[src/hw/rtl/mfw_pkg.sv]
// mfw_pkg: field widths, register reset values, register indexes and the
// emit-flag struct shared by the median filter window modules.
// No dependencies.
`default_nettype none

package mfw_pkg;

  localparam int PIX_W        = 8;
  localparam int ROW_W        = 12;
  localparam int OUT_COL_W    = 10;
  localparam int WIDTH_REG_W  = 11;
  localparam int HEIGHT_REG_W = 13;
  localparam int SIZE_W       = 13;   // holds any effective width or height
  localparam int CFG_IDX_W    = 1;
  localparam int CFG_DATA_W   = 13;
  localparam int MAX_HEIGHT   = 4096;

  localparam logic [WIDTH_REG_W-1:0]  WIDTH_RESET  = WIDTH_REG_W'(512);
  localparam logic [HEIGHT_REG_W-1:0] HEIGHT_RESET = HEIGHT_REG_W'(512);

  localparam logic [CFG_IDX_W-1:0] REG_FRAME_WIDTH  = 1'b0;
  localparam logic [CFG_IDX_W-1:0] REG_FRAME_HEIGHT = 1'b1;

  // which results a pixel produces
  typedef struct packed {
    logic med;    // window median of an earlier centre
    logic pass;   // border pixel passed straight through
  } emit_t;

endpackage

`default_nettype wire

[src/hw/rtl/mfw_median.sv]
// mfw_median: median of the window taps by parallel rank counting; ties are
// broken by tap position so every tap gets a distinct rank. Depends on mfw_pkg.
`default_nettype none

module mfw_median
  import mfw_pkg::*;
#(
  parameter int TAPS = 9
) (
  input  wire logic [TAPS-1:0][PIX_W-1:0] taps,
  output logic      [PIX_W-1:0]           median
);

  localparam int CNT_W = $clog2(TAPS);

  logic [TAPS-1:0] sel;

  for (genvar i = 0; i < TAPS; i++) begin : g_rank
    logic [CNT_W-1:0] cnt;
    always_comb begin
      cnt = '0;
      for (int j = 0; j < TAPS; j++) begin
        if ((taps[j] < taps[i]) || ((j < i) && (taps[j] == taps[i]))) begin
          cnt = cnt + CNT_W'(1);
        end
      end
    end
    assign sel[i] = (cnt == CNT_W'(TAPS / 2));
  end

  always_comb begin
    median = '0;
    for (int i = 0; i < TAPS; i++) begin
      median = median | (sel[i] ? taps[i] : '0);
    end
  end

endmodule

`default_nettype wire

[config.mk]
export PLATFORM = sky130hd
export DESIGN_NAME = mfw_median
export DESIGN_NICKNAME = d
export VERILOG_FILES = /design/src/hw/rtl/mfw_pkg.sv /design/src/hw/rtl/mfw_median.sv
export SDC_FILE = /design/constraint.sdc
export NUM_CORES = 1
export LEC_CHECK = 0
export ABC_AREA = 0
export BUFFER_PORTS_ARGS = -buffer_cell sky130_fd_sc_hd__buf_4
export CELL_PAD_IN_SITES_DETAIL_PLACEMENT = 1
export CELL_PAD_IN_SITES_GLOBAL_PLACEMENT = 1
export CORE_MARGIN = 3
export CORE_UTILIZATION = 48
export DETAILED_ROUTE_END_ITERATION = 7
export PLACE_DENSITY_LB_ADDON = 0.25
export SLEW_MARGIN = 0
export SYNTH_ARGS = -nofsm -noshare
export SYNTH_HDL_FRONTEND = slang
export SYNTH_SLANG_ARGS = --single-unit
export TNS_END_PERCENT = 5
[constraint.sdc]
create_clock -name vclk -period 20.2
set_clock_uncertainty 0.15 [all_clocks]
set_input_delay 3.03 -clock vclk [all_inputs]
set_output_delay 3.03 -clock vclk [all_outputs]
set_load 0.01 [all_outputs]
==> impl_metrics.env <==
export IMPL_outcome="complete, no violations"
export IMPL_netlist_instances=1546
export IMPL_clkbuf_count=0
export IMPL_yosysTopAreaCellShare_pct=35.3
export IMPL_synth_cell_types=117
export IMPL_rsz0062_at_grt="no"
export IMPL_rows=58
export IMPL_max_stage_delay_ns=0.95
export IMPL_fin_tns_setup_ns=0
export IMPL_netlist_top_cells_area="ha_1 35%, a21oi_1 4.8%, xnor2_1 4.0%"
export IMPL_num_vias=13485
export IMPL_top_level_ports=80
export IMPL_groute_usage_overall_pct=37.9
export IMPL_fmax_mhz=71.9
export IMPL_grt_pass1_wl_um=82200
export IMPL_wl_met3_um=4490
export IMPL_overflow=0
export IMPL_drv_slew=0
export IMPL_hold_path_class="input port to output port"
export IMPL_routed_wl_um=54500
export IMPL_nets=2049
export IMPL_antenna_found_initial=3
export IMPL_hold_viol=0
export IMPL_die_x_um=167
export IMPL_numPortBuffers=80
export IMPL_design_seq_count=0
export IMPL_syn_to_final_growth_pct=8.37
export IMPL_drive_gt1_share_pct=12.5
export IMPL_regArea_um2=0
export IMPL_postRouteAntennaNets=0
export IMPL_routedWlPerCell_um=27.9
export IMPL_post_cts_resize_count=0
export IMPL_crit_fanout=8
export IMPL_initial_utilization_pct=49.0
export IMPL_cp_start_kind="input port"
export IMPL_synth_commonest_cells="349 x ha_1, 119 x a21oi_1, 115 x inv_1"
export IMPL_synth_area_um2=12400
export IMPL_core_um2=25300
export IMPL_met1_length_um=22300
export IMPL_crit_type="input port to output port"
export IMPL_path_common_cell="ha_1"
export IMPL_syn_avg_cell_area_um2=8.01
export IMPL_drt_initial_drc_count=1024
export IMPL_critPathSlowestCell="a21oi_1"
export IMPL_drc=0
export IMPL_die_area_um2=27800
export IMPL_required_ns=17.02
export IMPL_synth_top_cell_by_area="ha_1"
export IMPL_worst_setup_path_end_kind="output port"
export IMPL_min_period_ns=13.92
export IMPL_seq_area_frac_synth_pct=0
export IMPL_dp_hpwl_um=44300
export IMPL_drtPass1Iterations=6
export IMPL_ys_warnings_count=0
export IMPL_cts_setup_buffers=0
export IMPL_slew_headroom_pct=16.2
export IMPL_fillers=3180
export IMPL_multi_input_comb_area_um2=11900
export IMPL_cap_violations=0
export IMPL_critPathArrivalTime_ns=10.74
export IMPL_routabilityCongestion=1.03
export IMPL_viasPerCell=6.89
export IMPL_hold_buffers=0
export IMPL_setup_viol=0
export IMPL_worstMarginPinSlew_ns=1.26
export IMPL_top_layer="met5"
export IMPL_grt_max_degree=12
export IMPL_fin_crit_sh_pct=68.9
export IMPL_grt_pass1_vias=13852
export IMPL_die_height_um=167
export IMPL_routed_wl_met2_um=24100
export IMPL_yosysMostFrequentCell="ha_1"
export IMPL_synth_nets=1967
-- area by class of cell --
class / count / area share [%]
multi-input combinational: 1416 / 88.5
timing repair buffer: 89 / 4.98
inverter: 121 / 3.38
tap: 330 / 3.08
antenna: 1 / 0.0186
-- through the flow --
step / setup slack [ns] / cell area, um^2 / util [%] / hold WS (ns) / cells
after floorplan: 7.84 / 12400 / - / 6.06 / 1546
after global placement: 6.63 / 13400 / 53.1 / 6.30 / 1956
after detailed placement: 6.45 / 13400 / 53.1 / 6.31 / 1956
after CTS: 6.42 / 13400 / 53.1 / 6.32 / 1956
after global routing: 5.77 / 13400 / 53.1 / 6.35 / 1956
final: 6.28 / 13400 / 53.1 / 6.32 / 1957
-- logic make-up (layout without fill, tap and decap cells) --
logic type	count (synthesis)	in the layout	synth area share (%)
AND/OR/NAND/NOR	511	511	23.3
AO/OA/AOI/OAI	440	440	25.9
adder cells (fa/ha/maj)	349	349	35.3
buffers and inverters	130	210	4.05
XOR/XNOR	101	101	10.1
multiplexers	15	15	1.39
other	0	1	0
-- per-layer routing --
metal,vias to the layer above,global-route usage (%)
met5,-,0
met4,4,19.7
met3,217,7.43
met2,601,62.5
met1,6548,46.8
li1,6115,-
-- worst max-delay path: cells and delay by family --
| kind | cells | cell delay (ns) |
|---|---|---|
| fa+ha+maj | 7 | 2.02 |
| compound gates | 10 | 3.13 |
| buf+inv | 4 | 0.81 |
| simple gates | 11 | 1.71 |
-- path summary, 6_finish.rpt --
kind / from / to / slack (ns) / cells after the start
max: taps[57] / median[0] / 6.28 / 32
min: taps[63] / median[7] / 6.32 / 4
-- cell usage in the layout, fill, tap and decap left out, types with 22 or more instances in the layout --
cell,netlist,routed
a21o_1,29,29
a21oi_1,119,119
and3_1,22,22
buf_4,1,89
ha_1,349,349
inv_1,115,115
nand2_1,90,90
nand3_1,54,54
nand4_1,70,70
nor2_1,83,83
nor2b_1,38,38
nor3_1,28,28
o211ai_1,30,30
o21a_1,29,29
o21ai_0,51,51
xnor2_1,56,56
