===== src/hw/rtl/mfw_pkg.sv =====
// mfw_pkg: field widths, register reset values, register indexes and the
// emit-flag struct shared by the median filter window modules.
// No dependencies.
`default_nettype none

package mfw_pkg;

  localparam int PIX_W        = 8;
  localparam int ROW_W        = 12;
  localparam int OUT_COL_W    = 10;
  localparam int WIDTH_REG_W  = 11;
  localparam int HEIGHT_REG_W = 13;
  localparam int SIZE_W       = 13;   // holds any effective width or height
  localparam int CFG_IDX_W    = 1;
  localparam int CFG_DATA_W   = 13;
  localparam int MAX_HEIGHT   = 4096;

  localparam logic [WIDTH_REG_W-1:0]  WIDTH_RESET  = WIDTH_REG_W'(512);
  localparam logic [HEIGHT_REG_W-1:0] HEIGHT_RESET = HEIGHT_REG_W'(512);

  localparam logic [CFG_IDX_W-1:0] REG_FRAME_WIDTH  = 1'b0;
  localparam logic [CFG_IDX_W-1:0] REG_FRAME_HEIGHT = 1'b1;

  // which results a pixel produces
  typedef struct packed {
    logic med;    // window median of an earlier centre
    logic pass;   // border pixel passed straight through
  } emit_t;

endpackage

`default_nettype wire


===== src/hw/rtl/mfw_raster.sv =====
// mfw_raster: row/column position of each incoming pixel, line-store slot
// of its row, and which results it produces. Depends on mfw_pkg.
`default_nettype none

module mfw_raster
  import mfw_pkg::*;
#(
  parameter int KSIZE     = 3,
  parameter int MAX_WIDTH = 1024
) (
  input  wire logic                              clk,
  input  wire logic                              rst,
  input  wire logic [WIDTH_REG_W-1:0]            frame_width,
  input  wire logic [HEIGHT_REG_W-1:0]           frame_height,
  input  wire logic                              frame_start,
  input  wire logic                              advance,
  output logic      [ROW_W-1:0]                  row,
  output logic      [$clog2(MAX_WIDTH)-1:0]      col,
  output logic      [$clog2(KSIZE-1)-1:0]        slot,
  output emit_t                                  emit
);

  localparam int P     = KSIZE / 2;
  localparam int LINES = KSIZE - 1;
  localparam int CW    = $clog2(MAX_WIDTH);
  localparam int SW    = $clog2(LINES);

  logic [ROW_W-1:0]  row_count;
  logic [CW-1:0]     col_count;
  logic [SW-1:0]     row_slot;
  logic [ROW_W-1:0]  row_count_next;
  logic [CW-1:0]     col_count_next;
  logic [SW-1:0]     row_slot_next;

  logic [SIZE_W-1:0] w_eff;
  logic [SIZE_W-1:0] h_eff;
  logic [ROW_W-1:0]  row_pre;
  logic [CW-1:0]     col_pre;
  logic [SW-1:0]     slot_pre;
  logic [SIZE_W-1:0] col_inc;
  logic [SIZE_W-1:0] row_inc;

  // clamp the programmed sizes
  always_comb begin
    if (frame_width == '0) begin
      w_eff = SIZE_W'(1);
    end else if (SIZE_W'(frame_width) > SIZE_W'(MAX_WIDTH)) begin
      w_eff = SIZE_W'(MAX_WIDTH);
    end else begin
      w_eff = SIZE_W'(frame_width);
    end
    if (frame_height == '0) begin
      h_eff = SIZE_W'(1);
    end else if (SIZE_W'(frame_height) > SIZE_W'(MAX_HEIGHT)) begin
      h_eff = SIZE_W'(MAX_HEIGHT);
    end else begin
      h_eff = SIZE_W'(frame_height);
    end
  end

  always_comb begin
    row_pre  = frame_start ? '0 : row_count;
    col_pre  = frame_start ? '0 : col_count;
    slot_pre = frame_start ? '0 : row_slot;
    col      = (SIZE_W'(col_pre) >= w_eff) ? '0 : col_pre;
    if (SIZE_W'(row_pre) >= h_eff) begin
      row  = '0;
      slot = '0;
    end else begin
      row  = row_pre;
      slot = slot_pre;
    end

    emit.med  = (SIZE_W'(row) >= SIZE_W'(2 * P)) && (SIZE_W'(col) >= SIZE_W'(2 * P));
    emit.pass = (SIZE_W'(row) < SIZE_W'(P)) || (SIZE_W'(col) < SIZE_W'(P)) ||
                (SIZE_W'(row) + SIZE_W'(P) >= h_eff) ||
                (SIZE_W'(col) + SIZE_W'(P) >= w_eff);

    col_inc = SIZE_W'(col) + SIZE_W'(1);
    row_inc = SIZE_W'(row) + SIZE_W'(1);
    row_count_next = row;
    row_slot_next  = slot;
    if (col_inc >= w_eff) begin
      col_count_next = '0;
      if (row_inc >= h_eff) begin
        row_count_next = '0;
        row_slot_next  = '0;
      end else begin
        row_count_next = ROW_W'(row_inc);
        row_slot_next  = (slot == SW'(LINES - 1)) ? '0 : slot + SW'(1);
      end
    end else begin
      col_count_next = CW'(col_inc);
    end
  end

  always_ff @(posedge clk) begin
    if (rst) begin
      row_count <= '0;
      col_count <= '0;
      row_slot  <= '0;
    end else if (advance) begin
      row_count <= row_count_next;
      col_count <= col_count_next;
      row_slot  <= row_slot_next;
    end
  end

endmodule

`default_nettype wire


===== config.mk =====
export PLATFORM = sky130hd
export DESIGN_NAME = mfw_raster
export DESIGN_NICKNAME = d
export VERILOG_FILES = /design/src/hw/rtl/mfw_pkg.sv /design/src/hw/rtl/mfw_raster.sv
export SDC_FILE = /design/constraint.sdc
export NUM_CORES = 1
export LEC_CHECK = 0
export BUFFER_PORTS_ARGS = -buffer_cell sky130_fd_sc_hd__buf_2
export CAP_MARGIN = 20
export CORE_MARGIN = 2
export CORE_UTILIZATION = 60
export CTS_CLUSTER_DIAMETER = 50
export DETAILED_ROUTE_END_ITERATION = 10
export GPL_TIMING_DRIVEN = 1
export PLACE_DENSITY = 0.84
export SYNTH_ARGS = -nofsm -noshare
export SYNTH_HDL_FRONTEND = slang
export SYNTH_SLANG_ARGS = --single-unit

===== constraint.sdc =====
create_clock -name clk -period 11.3 [get_ports clk]
set_clock_uncertainty 0.15 [all_clocks]
set_input_delay 1.13 -clock clk [delete_from_list [all_inputs] [get_ports clk]]
set_output_delay 1.13 -clock clk [all_outputs]
set_load 0.005 [all_outputs]

==> impl_metrics.csv, run 1 <==
group,metric,value,unit
timing,period_needed,8.84,ns
power_and_ir_drop,internal-power,0.125,mW
final_layout,final_core_util,69.1,%
yosys,netlist_area,3200,um^2
global_routing,overflow,0,
run_status,status,"finished clean",
worst_setup_path,cp_cell_sequence,"buf_2, clkinv_1, nand2_1, inv_1, ha_1, and3_1, a2111oi_0, o21a_1, o21ai_1, nor2_1, ha_1, nand4b_1, or3_1, nor2_1, xnor2_1, nor2_1, ha_1, a211oi_1, nor2_1, nor3_1, nand2_1, a2111o_1, buf_2",
clocking,path_clk_slew,0.08,ns
power_and_ir_drop,p_comb_share,26.9,%
timing,max_slew.worst_pin.slew,1.11,ns
timing,fmax,0.113,GHz
yosys,synth-compound-area-share,23.4,%
power_and_ir_drop,seq_power_share,44.2,%
clocking,htree_levels,1,
final_layout,syn_to_final_growth,11.1,%
floorplan,dieArea,5930,um^2
power_and_ir_drop,p_switching,0.0621,mW
route,vias_per_cell,6.25,
floorplan,core,5140,um^2
final_layout,nets,561,
yosys,synthMuxAreaShare,0.313,%
clocking,clockBufferDepth,2,
global_routing,grt_max_degree,30,
yosys,synth.largest_area_cell,"ha_1",
yosys,ys_seq_elements,23,
timing,tns,0,ns
global_routing,grt_pass1_vias,3316,
floorplan,io_pins,53,
yosys,netlist.area_leader.share,20.3,%
timing,maxSlewHeadroom,26.0,%
clocking,root_buffer,"clkbuf_8",
yosys,synth.distinct_cells,52,
power_and_ir_drop,pwr-share-clk,28.9,%
clocking,post_cts_buffers,0,
worst_setup_path,cpPeakStageDelay,0.54,ns
global_routing,groute.usage.overall,30.4,%
timing,hold_viol_final,0,
yosys,synthXorXnorAreaFrac,3.83,%
timing,finalSetupViolCount,0,
timing,maxSlewViolCount,0,
final_layout,layout_common_cells,"nor2_1 (56), ha_1 (52), buf_2 (52), nand2_1 (48), inv_1 (28)",
floorplan,die_y,77.0,um
power_and_ir_drop,max-vdd-ir-drop,0.0000466,V
global_routing,antenna_found_initial,0,
global_routing,grt_pass1_wl,15.0,mm
yosys,synth_top_family_by_area,"simple AND/OR/NAND/NOR gates",
final_layout,instances_no_fill,550,
yosys,syn-num-nets,518,
clocking,cts_hold_buffers,0,
clocking,cts-resized-gates,0,
clocking,cts_buffers,3,
clocking,tritoncts,"yes",
worst_setup_path,cp_data_arrival_time,7.56,ns
timing,fin_ws,2.46,ns
yosys,synth_edf_count,0,
route,drt_wl_total,8.81,mm
timing,rsz0062_at_grt,"no",
worst_setup_path,critPathMaxFanout,23,
yosys,yosys_most_used_dff,"dfxtp_1",
route,drt-wirelength-per-cell,16.0,um
yosys,synth_fa_ha_area_share,20.3,%
worst_setup_path,regToRegSetupSlack,4.39,ns
power_and_ir_drop,powerDensity,52.6,nW/um^2
yosys,avgSynthCellArea,7.30,um^2
worst_setup_path,critical_path_class,"in2out",
clocking,cts_num_sinks,23,
final_layout,layout_commonest_cell,"nor2_1",
place,place_inst,546,
place,gp_congestion,0.957,
final_layout,drive_gt1_share,13.8,%
floorplan,die_w,77.0,um
floorplan,start_util,62.2,%
yosys,ys_top_cells_by_area,"ha_1 (20%), dfxtp_1 (14%), nor2_1 (6.6%), nand2_1 (5.6%), nand2b_1 (3.5%)",
yosys,yosysSeqAreaShare,14.4,%
yosys,synthArstFlopShare,0,%
route,drtPass1Iterations,5,
flow_run,drv_cap,0,
final_layout,num_antenna_cells,0,
final_layout,fill_cells,492,
worst_setup_path,crit_top_cell,"nor2_1",
yosys,synth_warnings,0,
worst_setup_path,required,10.02,ns
worst_setup_path,cpMaxStageDelayCell,"a2111oi_0",
worst_setup_path,critPathTopFamily,"simple AND/OR/NAND/NOR gates",
timing,fin_crit_sh,78.2,%
yosys,yosys.area_share.simple,32.3,%
route,ant_nets,0,
worst_setup_path,end_kind,"output port",
route,vias,3438,
route,first_iter_violations,256,
place,hpwl,7.00,mm
clocking,clk_latency,0.27,ns
route,drc_errors,0,
worst_setup_path,cp_num_buf_inv,4,
place,place_ws,2.55,ns
place,io_buffer_count,52,
floorplan,rows,26,
worst_setup_path,cp-start-kind,"input port",
worst_hold_path,hold_class,"reg2reg",
power_and_ir_drop,power.leakage,1.64,nW
power_and_ir_drop,netSwitchingFraction,33.2,%
yosys,synthCells,438,
## stage by stage
| stage | total power, mW | instance area [um^2] | hold slack (ns) |
|---|---|---|---|
| CTS | 0.187 | 3550 | 0.345 |
| finish | 0.187 | 3550 | 0.343 |
| global placement | 0.133 | 3500 | 0.311 |
| detailed placement | 0.134 | 3500 | 0.315 |
| floorplan | 0.118 | 3200 | 0.292 |
| global route | 0.198 | 3550 | 0.362 |
## flip-flops by register name, indices dropped and copies added (netlist names)
signal,flops
row_count,12
row_slot,1
col_count,10
## metal layers
| layer | part of all wire, % | routed length [um] | vias up | track usage (%) |
|---|---|---|---|---|
| li1 | - | - | 1697 | - |
| met1 | 42 | 3700 | 1578 | 36.7 |
| met2 | 50 | 4420 | 135 | 54.4 |
| met3 | 4.6 | 407 | 28 | 2.82 |
| met4 | 3.3 | 288 | 0 | 13.4 |
| met5 | 0 | 0 | - | 0 |
## power groups by stage
stage                     combinational, mW  clock [mW]  sequential (mW)
after CTS                            0.0497      0.0546           0.0826
after global routing                 0.0563      0.0591           0.0827
after detailed placement             0.0493           0           0.0844
after floorplan                      0.0337           0           0.0842
final                                0.0502      0.0541           0.0826
after global placement               0.0482           0           0.0844
## worst reg2reg max path, stage by stage, from the launching register on
cell,delay [ns]
dfxtp_1,0.47
nor2b_1,0.32
ha_1,0.28
and3_1,0.18
a2111oi_0,0.54
o21a_1,0.54
o21ai_1,0.16
nor2_1,0.23
ha_1,0.29
nand4b_1,0.22
or3_1,0.43
nor2_1,0.30
xnor2_1,0.16
nor2_1,0.06
ha_1,0.31
a211oi_1,0.24
nor2_1,0.09
or3_1,0.33
nor2_1,0.84
nor3_1,0.32
a22o_1,0.33
## Yosys cell counts (3+ instances only)
master,n
xor2_1,4
a31oi_1,4
o21ai_0,12
nand4b_1,7
a21oi_1,13
a211oi_1,8
nor2b_1,8
dfxtp_1,23
o21a_1,11
inv_1,28
o2111ai_1,12
and2_1,5
nand4_1,6
o221ai_1,9
clkbuf_1,15
nor2_1,56
a22o_1,5
nand2b_1,18
or3_1,4
nand2_1,48
xnor2_1,10
nor4_1,9
o211ai_1,6
nand3_1,10
ha_1,52
nor3_1,12
nor3b_1,3
nor4b_1,4
and3_1,3
or2_2,3
## final cells by class
class	instances	area [um^2]	share of cell area, %
multi-input cells	369	2560	72.2
clock inverters	1	7.51	0.211
clock buffers	3	41.3	1.16
repair buffers	55	283	7.96
flip-flops and latches	23	460	13.0
inverters	29	109	3.06
well taps	70	87.6	2.46
## path summary, 6_finish.rpt
| kind | from | to | cells after the start |
|---|---|---|---|
| max | frame_start | emit[0] | 23 |
| min | row_slot$_SDFFE_PP0P_ | row_slot$_SDFFE_PP0P_ | 1 |
| min reg2reg | row_slot$_SDFFE_PP0P_ | row_slot$_SDFFE_PP0P_ | 1 |
| max reg2reg | col_count[6]$_SDFFE_PP0P_ | row_count[6]$_SDFFE_PP0P_ | 20 |
## cells by family (layout without fill, tap and decap cells)
kind of cell / Yosys count / in the layout
AO/OA/AOI/OAI: 99 / 99
XOR/XNOR: 14 / 14
adder cells (fa/ha/maj): 52 / 52
buffers and inverters: 46 / 88
flip-flops: 23 / 23
multiplexers: 1 / 1
AND/OR/NAND/NOR: 203 / 203
No activity file was read; power rests on OpenSTA's default activity.
==> run 2, diff against run 1 <==
--- a/config.mk
+++ b/config.mk
@@ -8,11 +8,11 @@
 export BUFFER_PORTS_ARGS = -buffer_cell sky130_fd_sc_hd__buf_2
 export CAP_MARGIN = 20
 export CORE_MARGIN = 2
-export CORE_UTILIZATION = 60
+export CORE_UTILIZATION = 58
 export CTS_CLUSTER_DIAMETER = 50
 export DETAILED_ROUTE_END_ITERATION = 10
 export GPL_TIMING_DRIVEN = 1
-export PLACE_DENSITY = 0.84
+export PLACE_DENSITY = 0.82
 export SYNTH_ARGS = -nofsm -noshare
 export SYNTH_HDL_FRONTEND = slang
 export SYNTH_SLANG_ARGS = --single-unit
==> constraint.sdc (replaced) <==
create_clock -name clk -period 8.2 [get_ports clk]
set_clock_uncertainty 0.15 [all_clocks]
set_input_delay 0.82 -clock clk [delete_from_list [all_inputs] [get_ports clk]]
set_output_delay 0.82 -clock clk [all_outputs]
set_load 0.005 [all_outputs]
==> run 2 against run 1 <==
Against the previous run:
- sequential cell count unchanged
- via count is 1.3% higher
- sequential share of layout area shrank 0.14 points
- sequential power is 38% higher
- first-iteration DRC count up 7.8%
- die area increased by 3.3%
- core utilization fell by 2.7 points
- register-to-register slack lost 2.6 ns
- total power is 39% higher
- critical path type unchanged
- critical endpoint unchanged
- largest cell class unchanged
==> impl_metrics.csv, run 2 (synthesis gave the netlist of run 1 again) <==
group,metric,value,unit
run_status,status,"finished clean",
timing,fmax,0.133,GHz
timing,period_needed,7.50,ns
timing,maxSlewHeadroom,52.5,%
worst_setup_path,cpPeakStageDelay,0.67,ns
worst_setup_path,critPathMaxFanout,5,
route,ant_nets,0,
flow_run,drv_cap,0,
worst_setup_path,regToRegSetupSlack,1.75,ns
timing,fin_ws,0.698,ns
global_routing,grt_max_degree,30,
global_routing,antenna_found_initial,0,
worst_setup_path,cpMaxStageDelayCell,"a211oi_1",
floorplan,start_util,59.2,%
worst_setup_path,end_kind,"output port",
place,io_buffer_count,52,
floorplan,die_w,78.3,um
global_routing,grt_pass1_wl,15.2,mm
clocking,tritoncts,"yes",
global_routing,overflow,0,
global_routing,groute.usage.overall,30.6,%
clocking,cts_hold_buffers,0,
worst_setup_path,cp-start-kind,"input port",
global_routing,grt_pass1_vias,3344,
final_layout,layout_commonest_cell,"nor2_1",
clocking,clk_latency,0.28,ns
timing,hold_viol_final,0,
worst_hold_path,hold_class,"reg2reg",
route,drtPass1Iterations,5,
power_and_ir_drop,powerDensity,72.5,nW/um^2
final_layout,top_register,"row_count",
power_and_ir_drop,seq_power_share,43.7,%
place,place_ws,0.796,ns
timing,finalSetupViolCount,0,
floorplan,dieArea,6120,um^2
route,drt-wirelength-per-cell,16.2,um
worst_setup_path,required,7.23,ns
power_and_ir_drop,max-vdd-ir-drop,0.0000589,V
clocking,cts-resized-gates,0,
final_layout,reg_top3,"row_count x12, col_count x10, row_slot x1",
route,vias_per_cell,6.25,
final_layout,fill_cells,483,
worst_setup_path,cp_data_arrival_time,6.53,ns
final_layout,layout_common_cells,"nor2_1 (56), ha_1 (52), buf_2 (52), nand2_1 (48), inv_1 (28)",
floorplan,io_pins,53,
clocking,root_buffer,"clkbuf_8",
worst_setup_path,cp_cell_sequence,"buf_2, clkinv_1, nand2_1, inv_1, ha_1, a21oi_1, nor2b_1, a2111oi_0, o21ai_0, a211oi_1, ha_1, nand4b_1, or3_1, nor2_1, nand2_1, nor3_1, ha_1, nand4_1, nor3_1, nor3_1, nand2_1, a2111o_1, buf_2",
route,vias,3481,
clocking,cts_num_sinks,23,
floorplan,rows,27,
clocking,post_cts_buffers,0,
power_and_ir_drop,pwr-share-clk,28.7,%
floorplan,core,5410,um^2
place,gp_congestion,0.898,
final_layout,final_core_util,66.4,%
route,drc_errors,0,
final_layout,syn_to_final_growth,12.3,%
place,hpwl,7.20,mm
floorplan,die_y,78.3,um
power_and_ir_drop,netSwitchingFraction,33.3,%
timing,hold_ws,0.342,ns
clocking,htree_levels,1,
route,drt_wl_total,9.00,mm
final_layout,nets,566,
clocking,cts_buffers,3,
timing,rsz0062_at_grt,"no",
timing,tns,0,ns
route,first_iter_violations,276,
worst_setup_path,critical_path_class,"in2out",
timing,maxSlewViolCount,0,
power_and_ir_drop,p_comb_share,27.6,%
power_and_ir_drop,power.leakage,1.67,nW
power_and_ir_drop,internal-power,0.174,mW
final_layout,drive_gt1_share,14.6,%
clocking,path_clk_slew,0.08,ns
power_and_ir_drop,p_switching,0.0866,mW
final_layout,largest_reg_flops,12,
timing,fin_crit_sh,91.5,%
final_layout,num_antenna_cells,0,
clocking,clockBufferDepth,2,
timing,max_slew.worst_pin.slew,0.708,ns
-- run 2: critical path: cells and delay by family --
kind	cells	cell delay, ns
AOI/OAI and AO/OA	5	2.02
adders and majority gates	3	0.96
buffers and inverters	4	0.41
and+or+nand+nor	11	2.32
-- run 2: layer usage --
layer	global-route usage, %	up-vias	part of all wire [%]
met5	0	-	0
met4	11.8	0	2.7
met2	56.5	149	51
met3	1.95	25	5.3
li1	-	1713	-
met1	36.9	1594	41
-- run 2: cell type report --
type | instances | area, um^2 | area share, %
inverters | 29 | 109 | 3.03
clock inverters | 1 | 5.00 | 0.139
well taps | 72 | 90.1 | 2.51
flip-flops and latches | 23 | 460 | 12.8
repair buffers | 60 | 320 | 8.92
multi-input cells | 369 | 2560 | 71.4
clock buffers | 3 | 41.3 | 1.15
-- run 2: metrics by stage --
step,power (mW),std cells,cell area (um^2)
2_1_floorplan,0.162,438,3200
3_3_place_gp,0.185,553,3540
3_5_place_dp,0.187,553,3540
4_1_cts,0.258,557,3590
5_1_grt,0.273,557,3590
6_report,0.260,557,3590
-- run 2: final timing paths --
path	startpoint	cells past startpoint	end
setup / recovery	frame_start	23	emit[0]
hold / removal	row_slot$_SDFFE_PP0P_	1	row_slot$_SDFFE_PP0P_
setup reg to reg	col_count[6]$_SDFFE_PP0P_	19	row_count[9]$_SDFFE_PP0P_
hold reg to reg	row_slot$_SDFFE_PP0P_	1	row_slot$_SDFFE_PP0P_
-- run 2: power by group through the flow --
| stage | sequential [mW] | clock, mW | combinational, mW |
|---|---|---|---|
| CTS | 0.114 | 0.0737 | 0.0708 |
| detailed placement | 0.116 | 0 | 0.0706 |
| global placement | 0.116 | 0 | 0.0685 |
| floorplan | 0.116 | 0 | 0.0464 |
| global route | 0.114 | 0.0782 | 0.0805 |
| finish | 0.114 | 0.0746 | 0.0719 |
